`src/rtl/nalsc_pkg.sv`:
```
// Shared types and constants of the Annex B start-code splitter.
// Holds the result record and field widths used by the top level and the result queue.
// No dependencies.
`timescale 1ns / 1ps

package nalsc_pkg;

  // Counter and field widths
  localparam int unsigned LenBits  = 24;
  localparam int unsigned UnitLenW = 24;
  localparam int unsigned MaxOut   = 5;
  localparam int unsigned CntW     = 3;
  localparam int unsigned DataW    = 40;
  localparam int unsigned PadW     = DataW - (8 + 1 + 5 + UnitLenW + 1);

  localparam logic [LenBits-1:0] LenMax = {LenBits{1'b1}};

  // Byte and unit type codes
  localparam logic [7:0] ZeroByte  = 8'h00;
  localparam logic [7:0] StartByte = 8'h01;
  localparam logic [4:0] SeiType   = 5'h06;

  typedef enum logic {
    KindPayload = 1'b0,
    KindEnd     = 1'b1
  } kind_e;

  typedef struct packed {
    kind_e               kind;
    logic [7:0]          payload_byte;
    logic                first_of_unit;
    logic [4:0]          unit_type;
    logic [UnitLenW-1:0] unit_length;
    logic                length_saturated;
    logic                last_of_run;
  } result_t;

endpackage

```
`src/rtl/nalsc_out_queue.sv`:
```
// Result queue of the start-code splitter: holds the results of one request
// and presents them one per cycle while the receiver takes them. Depends on nalsc_pkg.
`timescale 1ns / 1ps

module nalsc_out_queue (
  input  logic                                   clk_i,
  input  logic                                   rst_ni,
  input  logic                                   load_i,
  input  logic [nalsc_pkg::CntW-1:0]             load_cnt_i,
  input  nalsc_pkg::result_t [nalsc_pkg::MaxOut-1:0] load_res_i,
  input  logic                                   take_i,
  output nalsc_pkg::result_t                     head_o,
  output logic                                   valid_o,
  output logic                                   can_load_o
);
  import nalsc_pkg::*;

  result_t [MaxOut-1:0] ent_q;
  logic [CntW-1:0]      cnt_q;

  // Free once empty, or once the final entry leaves this cycle
  assign can_load_o = (cnt_q == '0) || ((cnt_q == CntW'(1)) && take_i);
  assign valid_o    = (cnt_q != '0);
  assign head_o     = ent_q[0];

  // Track fill level
  always_ff @(posedge clk_i or negedge rst_ni) begin
    if (!rst_ni) begin
      cnt_q <= '0;
    end else if (load_i) begin
      cnt_q <= load_cnt_i;
    end else if (take_i && valid_o) begin
      cnt_q <= cnt_q - CntW'(1);
    end
  end

  // Load a new run or advance towards the head
  always_ff @(posedge clk_i) begin
    if (load_i) begin
      ent_q <= load_res_i;
    end else if (take_i && valid_o) begin
      for (int i = 0; i < MaxOut - 1; i++) begin
        ent_q[i] <= ent_q[i+1];
      end
    end
  end

endmodule

```
`src/rtl/nal_unit_start_code_splitter_core.sv`:
```
// Top level of the H.264 Annex B start-code splitter.
// Depends on nalsc_pkg and nalsc_out_queue.
`timescale 1ns / 1ps

// Usage:
//   Slave stream: one stream byte per request in s_axis_tdata, s_axis_tlast
//   marks the final byte (held zeros are flushed and the open unit closed).
//   Master stream: one result per request. tuser is the kind (payload byte
//   or end-of-unit marker), tlast marks the last result caused by one input
//   byte. Bytes before the first start code and, with cfg_wdata_i = 1 (the
//   reset value), SEI units are dropped.
//   Config: cfg_we_i writes the SEI drop flag; write only while idle.
// Timing:
//   An input byte is decoded in the cycle it is accepted and its results are
//   registered, so the first result appears in the cycle after acceptance.
//   One input byte yields 0 to 5 results; the result queue hands them out one
//   per cycle while the receiver takes them. Typical streams give one result
//   per byte and then run at one byte per cycle while the receiver is ready.
// Reset and stall:
//   Reset empties the queue, closes any unit and sets the SEI drop flag.
//   While the receiver stalls, the head result holds and s_axis_tready stays
//   low; the next byte is taken in the cycle the final queued result leaves.
module nal_unit_start_code_splitter_core (
  input  logic                        clk_i,
  input  logic                        rst_ni,
  // Configuration
  input  logic                        cfg_we_i,
  input  logic                        cfg_wdata_i,   // drop_sei_units
  // Input stream
  input  logic                        s_axis_tvalid,
  output logic                        s_axis_tready,
  input  logic [7:0]                  s_axis_tdata,  // [7:0] stream_byte
  input  logic                        s_axis_tlast,  // end_of_stream
  // Result stream
  output logic                        m_axis_tvalid,
  input  logic                        m_axis_tready,
  // [7:0] payload_byte, [8] first_of_unit, [13:9] unit_type,
  // [37:14] unit_length, [38] length_saturated, [39] zero fill
  output logic [nalsc_pkg::DataW-1:0] m_axis_tdata,
  output logic                        m_axis_tuser,  // result_kind
  output logic                        m_axis_tlast   // last_of_run
);
  import nalsc_pkg::*;

  // Parser state
  logic               drop_sei_q;
  logic [1:0]         hz_q, hz_d;
  logic               open_q, open_d;
  logic               await_q, await_d;
  logic [4:0]         type_q, type_d;
  logic               drop_q, drop_d;
  logic [LenBits-1:0] len_q, len_d;
  logic               ovf_q, ovf_d;

  logic                 in_acc;
  logic                 is_zero, is_start, eos;
  logic [7:0]           in_byte;
  logic [CntW-1:0]      np, npe, nres;
  logic                 pre_mark, eos_mark, hdr;
  logic [LenBits:0]     len_sum;
  result_t [MaxOut-1:0] res;
  result_t              head;
  logic                 q_valid, q_can_load;

  assign in_byte       = s_axis_tdata;
  assign eos           = s_axis_tlast;
  assign s_axis_tready = q_can_load;
  assign in_acc        = s_axis_tvalid && s_axis_tready;
  assign is_zero       = (in_byte == ZeroByte);
  assign is_start      = (in_byte == StartByte) && (hz_q >= 2'd2);

  // Decode one byte: start code, held zeros, payload, end of stream
  always_comb begin
    hz_d     = hz_q;
    open_d   = open_q;
    await_d  = await_q;
    type_d   = type_q;
    drop_d   = drop_q;
    len_d    = len_q;
    ovf_d    = ovf_q;
    np       = '0;
    pre_mark = 1'b0;
    hdr      = 1'b0;
    len_sum  = '0;

    // Held zero bookkeeping and start-code detection
    if (is_zero) begin
      if (hz_q != 2'd3) begin
        hz_d = hz_q + 2'd1;
      end else begin
        np = CntW'(1);
      end
    end else if (is_start) begin
      hz_d     = '0;
      pre_mark = open_q && !await_q && !drop_q;
      open_d   = 1'b1;
      await_d  = 1'b1;
      drop_d   = 1'b0;
      len_d    = '0;
      ovf_d    = 1'b0;
    end else begin
      np   = CntW'(hz_q) + CntW'(1);
      hz_d = '0;
    end

    // Flush held zeros at end of stream
    if (eos) begin
      np   = np + CntW'(hz_d);
      hz_d = '0;
    end

    // Count payload into the open unit, take the header if due
    if (open_d && (np != '0)) begin
      if (await_d) begin
        hdr     = 1'b1;
        type_d  = (np == CntW'(1)) ? in_byte[4:0] : 5'd0;
        drop_d  = drop_sei_q && (type_d == SeiType);
        await_d = 1'b0;
      end
      len_sum = {1'b0, len_d} + (LenBits+1)'(np);
      if (len_sum > {1'b0, LenMax}) begin
        len_d = LenMax;
        ovf_d = 1'b1;
      end else begin
        len_d = len_sum[LenBits-1:0];
      end
    end

    npe      = (open_d && !drop_d) ? np : '0;
    eos_mark = eos && open_d && !await_d && !drop_d;
    nres     = pre_mark ? CntW'(1) : (npe + CntW'(eos_mark));

    // Build the run of results in order
    for (int i = 0; i < MaxOut; i++) begin
      res[i] = '0;
      if (pre_mark) begin
        if (i == 0) begin
          res[i].kind             = KindEnd;
          res[i].unit_type        = type_q;
          res[i].unit_length      = UnitLenW'(len_q);
          res[i].length_saturated = ovf_q;
        end
      end else if (CntW'(i) < npe) begin
        res[i].kind          = KindPayload;
        res[i].payload_byte  = (CntW'(i) == np - CntW'(1)) ? in_byte : ZeroByte;
        res[i].first_of_unit = hdr && (i == 0);
        res[i].unit_type     = type_d;
      end else if ((CntW'(i) == npe) && eos_mark) begin
        res[i].kind             = KindEnd;
        res[i].unit_type        = type_d;
        res[i].unit_length      = UnitLenW'(len_d);
        res[i].length_saturated = ovf_d;
      end
      res[i].last_of_run = (CntW'(i) + CntW'(1) == nres);
    end

    // Close the unit at end of stream
    if (eos) begin
      open_d  = 1'b0;
      await_d = 1'b0;
      drop_d  = 1'b0;
      len_d   = '0;
      ovf_d   = 1'b0;
    end
  end

  // Hold the configuration flag
  always_ff @(posedge clk_i or negedge rst_ni) begin
    if (!rst_ni) begin
      drop_sei_q <= 1'b1;
    end else if (cfg_we_i) begin
      drop_sei_q <= cfg_wdata_i;
    end
  end

  // Advance parser state on each accepted request
  always_ff @(posedge clk_i or negedge rst_ni) begin
    if (!rst_ni) begin
      hz_q    <= '0;
      open_q  <= 1'b0;
      await_q <= 1'b0;
      type_q  <= '0;
      drop_q  <= 1'b0;
      len_q   <= '0;
      ovf_q   <= 1'b0;
    end else if (in_acc) begin
      hz_q    <= hz_d;
      open_q  <= open_d;
      await_q <= await_d;
      type_q  <= type_d;
      drop_q  <= drop_d;
      len_q   <= len_d;
      ovf_q   <= ovf_d;
    end
  end

  nalsc_out_queue u_out_queue (
    .clk_i      (clk_i),
    .rst_ni     (rst_ni),
    .load_i     (in_acc),
    .load_cnt_i (nres),
    .load_res_i (res),
    .take_i     (m_axis_tready),
    .head_o     (head),
    .valid_o    (q_valid),
    .can_load_o (q_can_load)
  );

  // Drive the result stream from the queue head
  assign m_axis_tvalid = q_valid;
  assign m_axis_tuser  = head.kind;
  assign m_axis_tlast  = head.last_of_run;
  assign m_axis_tdata  = {{PadW{1'b0}}, head.length_saturated, head.unit_length,
                          head.unit_type, head.first_of_unit, head.payload_byte};

endmodule
```
`config.mk`:
```
export PLATFORM = sky130hd
export DESIGN_NAME = nal_unit_start_code_splitter_core
export DESIGN_NICKNAME = d
export VERILOG_FILES = /design/src/rtl/nalsc_pkg.sv /design/src/rtl/nalsc_out_queue.sv /design/src/rtl/nal_unit_start_code_splitter_core.sv
export SDC_FILE = /design/constraint.sdc
export NUM_CORES = 1
export LEC_CHECK = 0
export ABC_AREA = 1
export BUFFER_PORTS_ARGS = -buffer_cell sky130_fd_sc_hd__buf_2
export CAP_MARGIN = 20
export CORE_AREA = 2 2 214 153
export DETAILED_ROUTE_END_ITERATION = 8
export DIE_AREA = 0 0 216 155
export PLACE_DENSITY = 0.58
export SYNTH_ARGS = -nofsm -noshare
export SYNTH_HDL_FRONTEND = slang
export SYNTH_SLANG_ARGS = --single-unit
```
`constraint.sdc`:
```
create_clock -name clk_i -period 14.5 [get_ports clk_i]
set_input_delay 2.9 -clock clk_i [delete_from_list [all_inputs] [get_ports clk_i]]
set_output_delay 2.9 -clock clk_i [all_outputs]
set_load 0.01 [all_outputs]
```
==> metrics.csv, run 1 <==
stage;metric;value;unit
sta;final hold violation count;0;
finish;Area Overhead vs Synth;9.61;%
synth;Synth Area in Compound Gates;8.70;%
synth;Mean Syn Cell Area;8.95;um2
global_routing;GRT busiest layer;met1;
synth;Synth Cell Area;0.0125;mm2
worst_setup_path;CP arrival;7.68;ns
clock_network;CTS Root Buffer Type;clkbuf_16;
routing;post-DR vias/cell;5.19;
worst_setup_path;flop2flop setup slack;8.93;ns
clock_network;post-CTS setup buffer count;0;
sta;Slew headroom;31.9;%
worst_setup_path;Crit. End Element;flip-flop;
clock_network;H-tree levels;1;
sta;RSZ-0062 raised after global routing;no;
synth;ys flop type;edfxtp_1;
routing;final antenna-violating net count;0;
synth;post-synthesis mux area share;0.0904;%
floorplanning;chip width;216;um
worst_setup_path;RR Startpoint;hz_q[0];
clock_network;Max clock buf depth;3;
global_routing;vias in the first global route;8875;
sta;count of pins over their slew limit;0;
pwr;maximum vdd drop;0.000306;V
min_path;Hold Path Class;reg -> reg;
finish;final core occ;43.1;%
global_routing;total global-route track usage;19.1;%
synth;Post-Synth Adder-Cell Area;1.63;%
worst_setup_path;startpoint types;input pin;
synth;Yosys reg bits;240;
clock_network;CTS tree;yes;
sta;setup TNS;0;ns
sta;fin crit share;50.6;%
floorplanning;core footprint;0.0317;mm2
floorplanning;io pins;59;
finish;Ant. Diodes;0;
global_routing;routing usage on met2;26.6;%
global_routing;met3 Use GR;3.64;%
worst_setup_path;FF-to-FF path depth;21;
clock_network;Clock Pin Slew Worst Setup and Hold Paths;0.06;ns
clock_network;CTS resizes;0;
finish;leading cell type in the layout, fill and taps excluded;nand2_1;
routing;DRC Markers;0;
min_path;Hold Path End;type_q[1];
finish;proportion of layout cells with a drive suffix above 1;11.3;%
routing;drt pass-1 iters;6;
floorplanning;Starting Density;39.3;%
finish;Non-Filler Instances;1837;
clock_network;clk sinks;240;
synth;number of flops mapped to enable cells by yosys;201;
synth;distinct cell type count after synthesis;48;
sta;min cycle time layout;7.34;ns
sta;Slew @ Worst Pin;1.02;ns
finish;Filler cells;3137;
place;PortBufs;57;
clock_network;worst skew pair latency;0.55;ns
global_routing;met1 usage;30.6;%
worst_setup_path;RR Endpoint;u_out_queue.ent_q[184];
synth;main combinational cell family by area after synthesis;simple AND/OR/NAND/NOR gates;
finish;Layout Nets;1420;
sta;Layout Skew;0.0171;ns
global_routing;first-pass GRT wire length;50.6;mm
synth;sequential element share of the synthesized area;56.3;%
worst_setup_path;crit path kind;in -> reg;
global_routing;initial antenna violation count;0;
routing;DR iter-0 viols;940;
floorplanning;full die area;0.0335;mm2
global_routing;gr ovfl total;0;
status;status;complete, no violations;
routing;vias post-DR;9526;
run;max-cap violations;0;
routing;drt total wl;31.7;mm
synth;Syn Inst Count;1392;
global_routing;largest net degree at the start of global routing;167;
sta;Peak Freq;136;MHz
sta;endpoints failing setup;0;
min_path;worst hold path stage count;2;
pwr;Power Density;193;mW/mm2
place;dpl hpwl;20.1;mm
clock_network;CTS Buf Count;26;
synth;simple-gate share of the synthesized area;24.4;%
worst_setup_path;Worst Path Required;14.84;ns
floorplanning;row count;55;
synth;share of async-settable or async-resettable flops after synthesis;16.3;%
synth;XOR/XNOR share of the synthesized area;0.211;%
place;Post-Place Cells;1788;
worst_setup_path;Critical Path Fanout Max;27;
min_path;HP Start;type_q[1];
routing;WL/cell;17.3;um
pwr;LEAKAGE;0.00566;uW
floorplanning;Die Y-Extent;155;um
place;global placement routability congestion;0.895;
finish;commonest cells after routing, fill and taps aside;nand2_1, edfxtp_1, nor2_1;
synth;Mapped Nets;1422;
synth;yosys warns;0;
clock_network;CTS Hold Bufs;0;
metrics by stage:
stage | hold WS (ns) | worst slack, ns | instance area [um2] | total power, uW
finish | 0.502 | 7.16 | 13700 | 2630
CTS | 0.493 | 7.23 | 13600 | 2650
detailed placement | 0.478 | 6.67 | 12800 | 2020
global route | 0.522 | 6.86 | 13700 | 2810
floorplan | 0.453 | 3.61 | 12500 | 1870
global placement | 0.466 | 6.82 | 12800 | 1990
worst max-delay path by stage:
| stage | startpoint | to | slack [ns] | cells after the start |
|---|---|---|---|---|
| after floorplan | s_axis_tvalid | u_out_queue.cnt_q[0] | 3.61 | 4 |
| after global placement | s_axis_tdata[2] | u_out_queue.ent_q[184] | 6.82 | 22 |
| after detailed placement | s_axis_tdata[2] | u_out_queue.ent_q[184] | 6.67 | 22 |
| after CTS | s_axis_tdata[2] | u_out_queue.ent_q[184] | 7.23 | 22 |
| after global routing | s_axis_tdata[2] | u_out_queue.ent_q[184] | 6.86 | 22 |
| final | s_axis_tdata[2] | u_out_queue.ent_q[184] | 7.16 | 22 |
registers in the layout, summed over array words and instances (netlist names):
signal and flops:
u_out_queue.ent_q 160, u_out_queue.head_o 41, len_q 24, type_q 5
u_out_queue.cnt_q 3, hz_q 2, await_q 1, drop_q 1
drop_sei_q 1, open_q 1, ovf_q 1
routing by layer:
layer / vias up / share of wire, % / wire length (um)
li1: 4614 / - / -
met1: 4525 / 51 / 16100
met2: 340 / 40 / 12700
met3: 47 / 7.5 / 2390
met4: 0 / 1.7 / 544
met5: - / 0 / 0
synth_stat cells, types with 2 or more instances:
cell type  number  area [um2]
nand4_2         4        50.1
edfxtp_1      201        6040
nand3_2         3        30.0
nand2_4         4        45.0
o21ai_1        43         215
nand3_4         3        52.6
fa_1            2        40.0
xor2_1          2        17.5
dfrtp_1        38         951
nand3_1        64         320
clkbuf_1       33         124
nand4_1        37         231
buf_1           3        11.3
a31oi_1         9        56.3
a21boi_0        3        22.5
nor2_1        163         612
o22ai_1        24         150
buf_2          17        85.1
nor2_4          3        33.8
a21oi_1        28         140
o21ai_0        81         405
o21bai_1        6        45.0
inv_1         123         462
nand2_2         6        37.5
ha_1           13         163
inv_2          10        37.5
buf_4          44         330
or2_2           3        18.8
nor2_2          4        25.0
nand2_1       388        1460
nor3_1         13        65.1
area by class of cell:
class,count,area (um2),area share (%)
timing repair buffer,68,393,2.88
clock inverter,10,57.6,0.422
sequential,240,7010,51.4
tap,427,534,3.91
multi-input combinational,918,4400,32.2
clock buffer,38,737,5.40
inverter,136,517,3.78
power by group:
group          internal, uW  total [uW]  switching, uW
Combinational           230         759            529
Sequential             1160        1240           82.3
Clock                   353         632            279
Total                  1740        2630            890
cell families after synthesis:
kind of cell / after synthesis
flops: 240
compound gates: 198
buf+inv: 234
mux: 1
xor+xnor: 3
simple gates: 700
fa+ha+maj: 15
other cells: 1
worst max-delay path, cell delays in order:
cell,delay [ns]
buf_2,0.11
inv_1,0.09
nand2_1,0.07
nor2_2,0.12
nand3_4,0.33
nand3_2,0.25
inv_1,0.06
ha_1,0.17
inv_1,0.06
fa_1,0.17
nor2_2,0.06
inv_2,0.04
nand3_1,0.13
nand2_4,0.21
inv_4,0.07
nand3_4,0.13
nand2_2,0.28
nand2_1,0.24
nand2_1,0.12
nor2_4,0.62
nand4_2,0.96
a31oi_1,0.46
Note: power is estimated with default switching activity, not from simulation.
==> run 2: changes to the inputs <==
PLACE_DENSITY = 0.6   (was 0.58)
clock period = 5.98 ns   (was 14.5 ns; I/O delays follow)
==> run 2 against run 1 <==
Final cell count rose by 0.60%. Non-clock buffer count is 14 higher. Via count grew 0.31%. Critical path depth grew 1. Hold slack got worse by 0.0080 ns. First-iteration DRC count fell by 12%. Critical endpoint is now u_out_queue.ent_q[99].
==> metrics.csv, run 2 (synthesized netlist as in run 1, its figures left out) <==
stage;metric;value;unit;change
status;status;complete, no violations;;
floorplanning;core footprint;0.0317;mm2;unchanged
worst_setup_path;Crit. End Element;flip-flop;;
finish;post-route design area;0.0137;mm2;+0.52%
floorplanning;full die area;0.0335;mm2;unchanged
worst_setup_path;cell family with most CP delay;simple AND/OR/NAND/NOR gates;;
place;PortBufs;57;;unchanged
routing;WL/cell;17.2;um;-0.11%
finish;leading cell type in the layout, fill and taps excluded;nand2_1;;
floorplanning;io pins;59;;unchanged
worst_setup_path;CP Buf/Inv Count;6;;unchanged
place;dpl hpwl;20.9;mm;+4.0%
worst_setup_path;Worst Path Required;6.37;ns;-8.47 ns
min_path;Hold Path End;type_q[1];;
worst_setup_path;startpoint types;input pin;;
sta;endpoints failing setup;0;;unchanged
min_path;HP Start;type_q[1];;
routing;drt total wl;31.9;mm;+0.49%
worst_setup_path;flop2flop setup slack;1.49;ns;-7.44 ns
clock_network;CTS Hold Bufs;0;;unchanged
worst_setup_path;CP arrival;5.03;ns;-2.65 ns
worst_setup_path;worst path cell trace;buf_2, nor2_1, nand2_1, nor2_1, nand2_1, nand3_2, inv_1, ha_1, inv_1, fa_1, nand2_1, nand2_4, fa_1, inv_1, nand3_1, nand2_1, nand4_1, buf_4, nand3_1, nand2_1, inv_1, nand4_1, nand2_1;;
sta;RSZ-0062 raised after global routing;no;;
global_routing;initial antenna violation count;0;;unchanged
floorplanning;row count;55;;unchanged
global_routing;vias in the first global route;8873;;-0.023%
sta;Peak Freq;215;MHz;
global_routing;largest net degree at the start of global routing;167;;unchanged
global_routing;total global-route track usage;19.2;%;+0.070 points
floorplanning;Die Y-Extent;155;um;unchanged
global_routing;gr ovfl total;0;;unchanged
global_routing;first-pass GRT wire length;51.0;mm;+0.71%
min_path;Hold Path Class;reg -> reg;;
clock_network;CTS Root Buffer Type;clkbuf_16;;
routing;final antenna-violating net count;0;;unchanged
min_path;worst hold path stage count;2;;unchanged
sta;Slew @ Worst Pin;1.01;ns;-0.00500 ns
sta;Final WS setup;1.34;ns;-5.83 ns
worst_setup_path;crit-path most repeated cell;nand2_1;;
finish;number of flip-flops in the largest register;160;;unchanged
clock_network;CTS Buf Count;25;;-3.8%
pwr;Final Power;6370;uW;+140%
worst_setup_path;crit path kind;in -> reg;;
clock_network;H-tree levels;1;;unchanged
worst_setup_path;Critical Path Max Stage Delay;0.46;ns;-0.50 ns
pwr;LEAKAGE;0.00571;uW;+0.98%
finish;Area Overhead vs Synth;10.2;%;
pwr;Power Density;464;mW/mm2;+140%
sta;Slew headroom;32.0;%;+0.077 points
routing;DRC Markers;0;;unchanged
clock_network;CTS resizes;0;;unchanged
finish;proportion of layout cells with a drive suffix above 1;11.8;%;+0.48 points
pwr;maximum vdd drop;0.000840;V;+170%
clock_network;clk sinks;240;;unchanged
clock_network;Max clock buf depth;3;;unchanged
floorplanning;chip width;216;um;unchanged
routing;DR iter-0 viols;831;;-12%
sta;Layout Skew;0.0191;ns;+0.00196 ns
clock_network;Clock Pin Slew Worst Setup and Hold Paths;0.06;ns;about the same
worst_setup_path;Critical Path Fanout Max;8;;-70%
worst_setup_path;RR Endpoint;u_out_queue.ent_q[99];;
sta;fin crit share;77.7;%;
place;placed cell area;0.0130;mm2;+0.93%
clock_network;worst skew pair latency;0.54;ns;about the same
finish;commonest cells after routing, fill and taps aside;nand2_1, edfxtp_1, nor2_1;;
finish;Layout Nets;1433;;+0.92%
worst_setup_path;FF-to-FF path depth;21;;unchanged
sta;final hold violation count;0;;unchanged
routing;post-DR vias/cell;5.17;;-0.28%
routing;drt pass-1 iters;5;;-1
floorplanning;Starting Density;39.3;%;unchanged
clock_network;CTS tree;yes;;
finish;most flop-heavy register;u_out_queue.ent_q;;
sta;setup TNS;0;ns;unchanged
finish;Filler cells;3141;;+0.13%
sta;count of pins over their slew limit;0;;unchanged
place;Place WS;0.868;ns;-5.80 ns
worst_setup_path;Slowest-stage cell, CP;fa_1;;
finish;Ant. Diodes;0;;unchanged
worst_setup_path;RR Startpoint;hz_q[0];;
clock_network;post-CTS setup buffer count;0;;unchanged
place;global placement routability congestion;0.897;;+0.26%
routing;vias post-DR;9556;;+0.31%
sta;min cycle time layout;4.64;ns;
run;max-cap violations;0;;unchanged
==> run 2: cell types whose count changed in the layout (fill, tap and decap cells not counted) <==
cell,change
buf_4,+14
bufinv_16,+2
clkbuf_1,+1
clkbuf_16,-2
clkbuf_8,-1
clkinv_1,+2
clkinv_2,-2
clkinv_4,-1
clkinvlp_4,-1
inv_6,-1
nor3_2,+1
nor3_4,-1
==> run 2: cell type report <==
class | count | area [um2] | share of cell area [%]
clock buffers | 36 | 677 | 4.93
clock inverters | 9 | 90.1 | 0.656
inverters | 136 | 517 | 3.77
multi-input cells | 918 | 4400 | 32.0
flip-flops and latches | 240 | 7010 | 51.1
well taps | 427 | 534 | 3.89
repair buffers | 82 | 498 | 3.63
==> run 2: worst max-delay path by stage <==
stage                     slack, ns  depth (start not counted)                     end             from
after floorplan                1.32                         24    u_out_queue.cnt_q[1]  s_axis_tdata[7]
after global placement         0.84                         23   u_out_queue.ent_q[99]  s_axis_tdata[0]
after detailed placement       0.87                         23   u_out_queue.ent_q[99]  s_axis_tdata[0]
after CTS                      1.41                         23   u_out_queue.ent_q[99]  s_axis_tdata[0]
after global routing           1.04                         23  u_out_queue.head_o[21]  s_axis_tdata[0]
final                          1.34                         23   u_out_queue.ent_q[99]  s_axis_tdata[0]
==> run 2: stage by stage <==
stage	instances	hold WS [ns]	util [%]
final	1848	0.494	43.4
after global routing	1848	0.525	43.4
after CTS	1848	0.498	43.4
after detailed placement	1803	0.483	40.9
after global placement	1803	0.466	40.9
after floorplan	1392	0.453	-
==> run 2: metal layers <==
metal | GRT usage, % | wire (um) | vias up | part of all wire (%)
met5 | 0 | 0 | - | 0
met1 | 31.1 | 16300 | 4548 | 51
li1 | - | - | 4637 | -
met3 | 3.46 | 2360 | 42 | 7.4
met2 | 26.6 | 12700 | 329 | 40
met4 | 3.39 | 515 | 0 | 1.6
==> run 2: where the power goes <==
group          internal [uW]  leakage, uW  total, uW  switching [uW]
Sequential              2810      0.00253       3010             204
Combinational            565      0.00281       1840            1280
Clock                    868     0.000373       1510             641
==> run 2: tightest hold or removal path, stage by stage (launching register included) <==
cell	delay, ns
dfrtp_1	0.34
nand2_1	0.05
o21ai_0	0.06
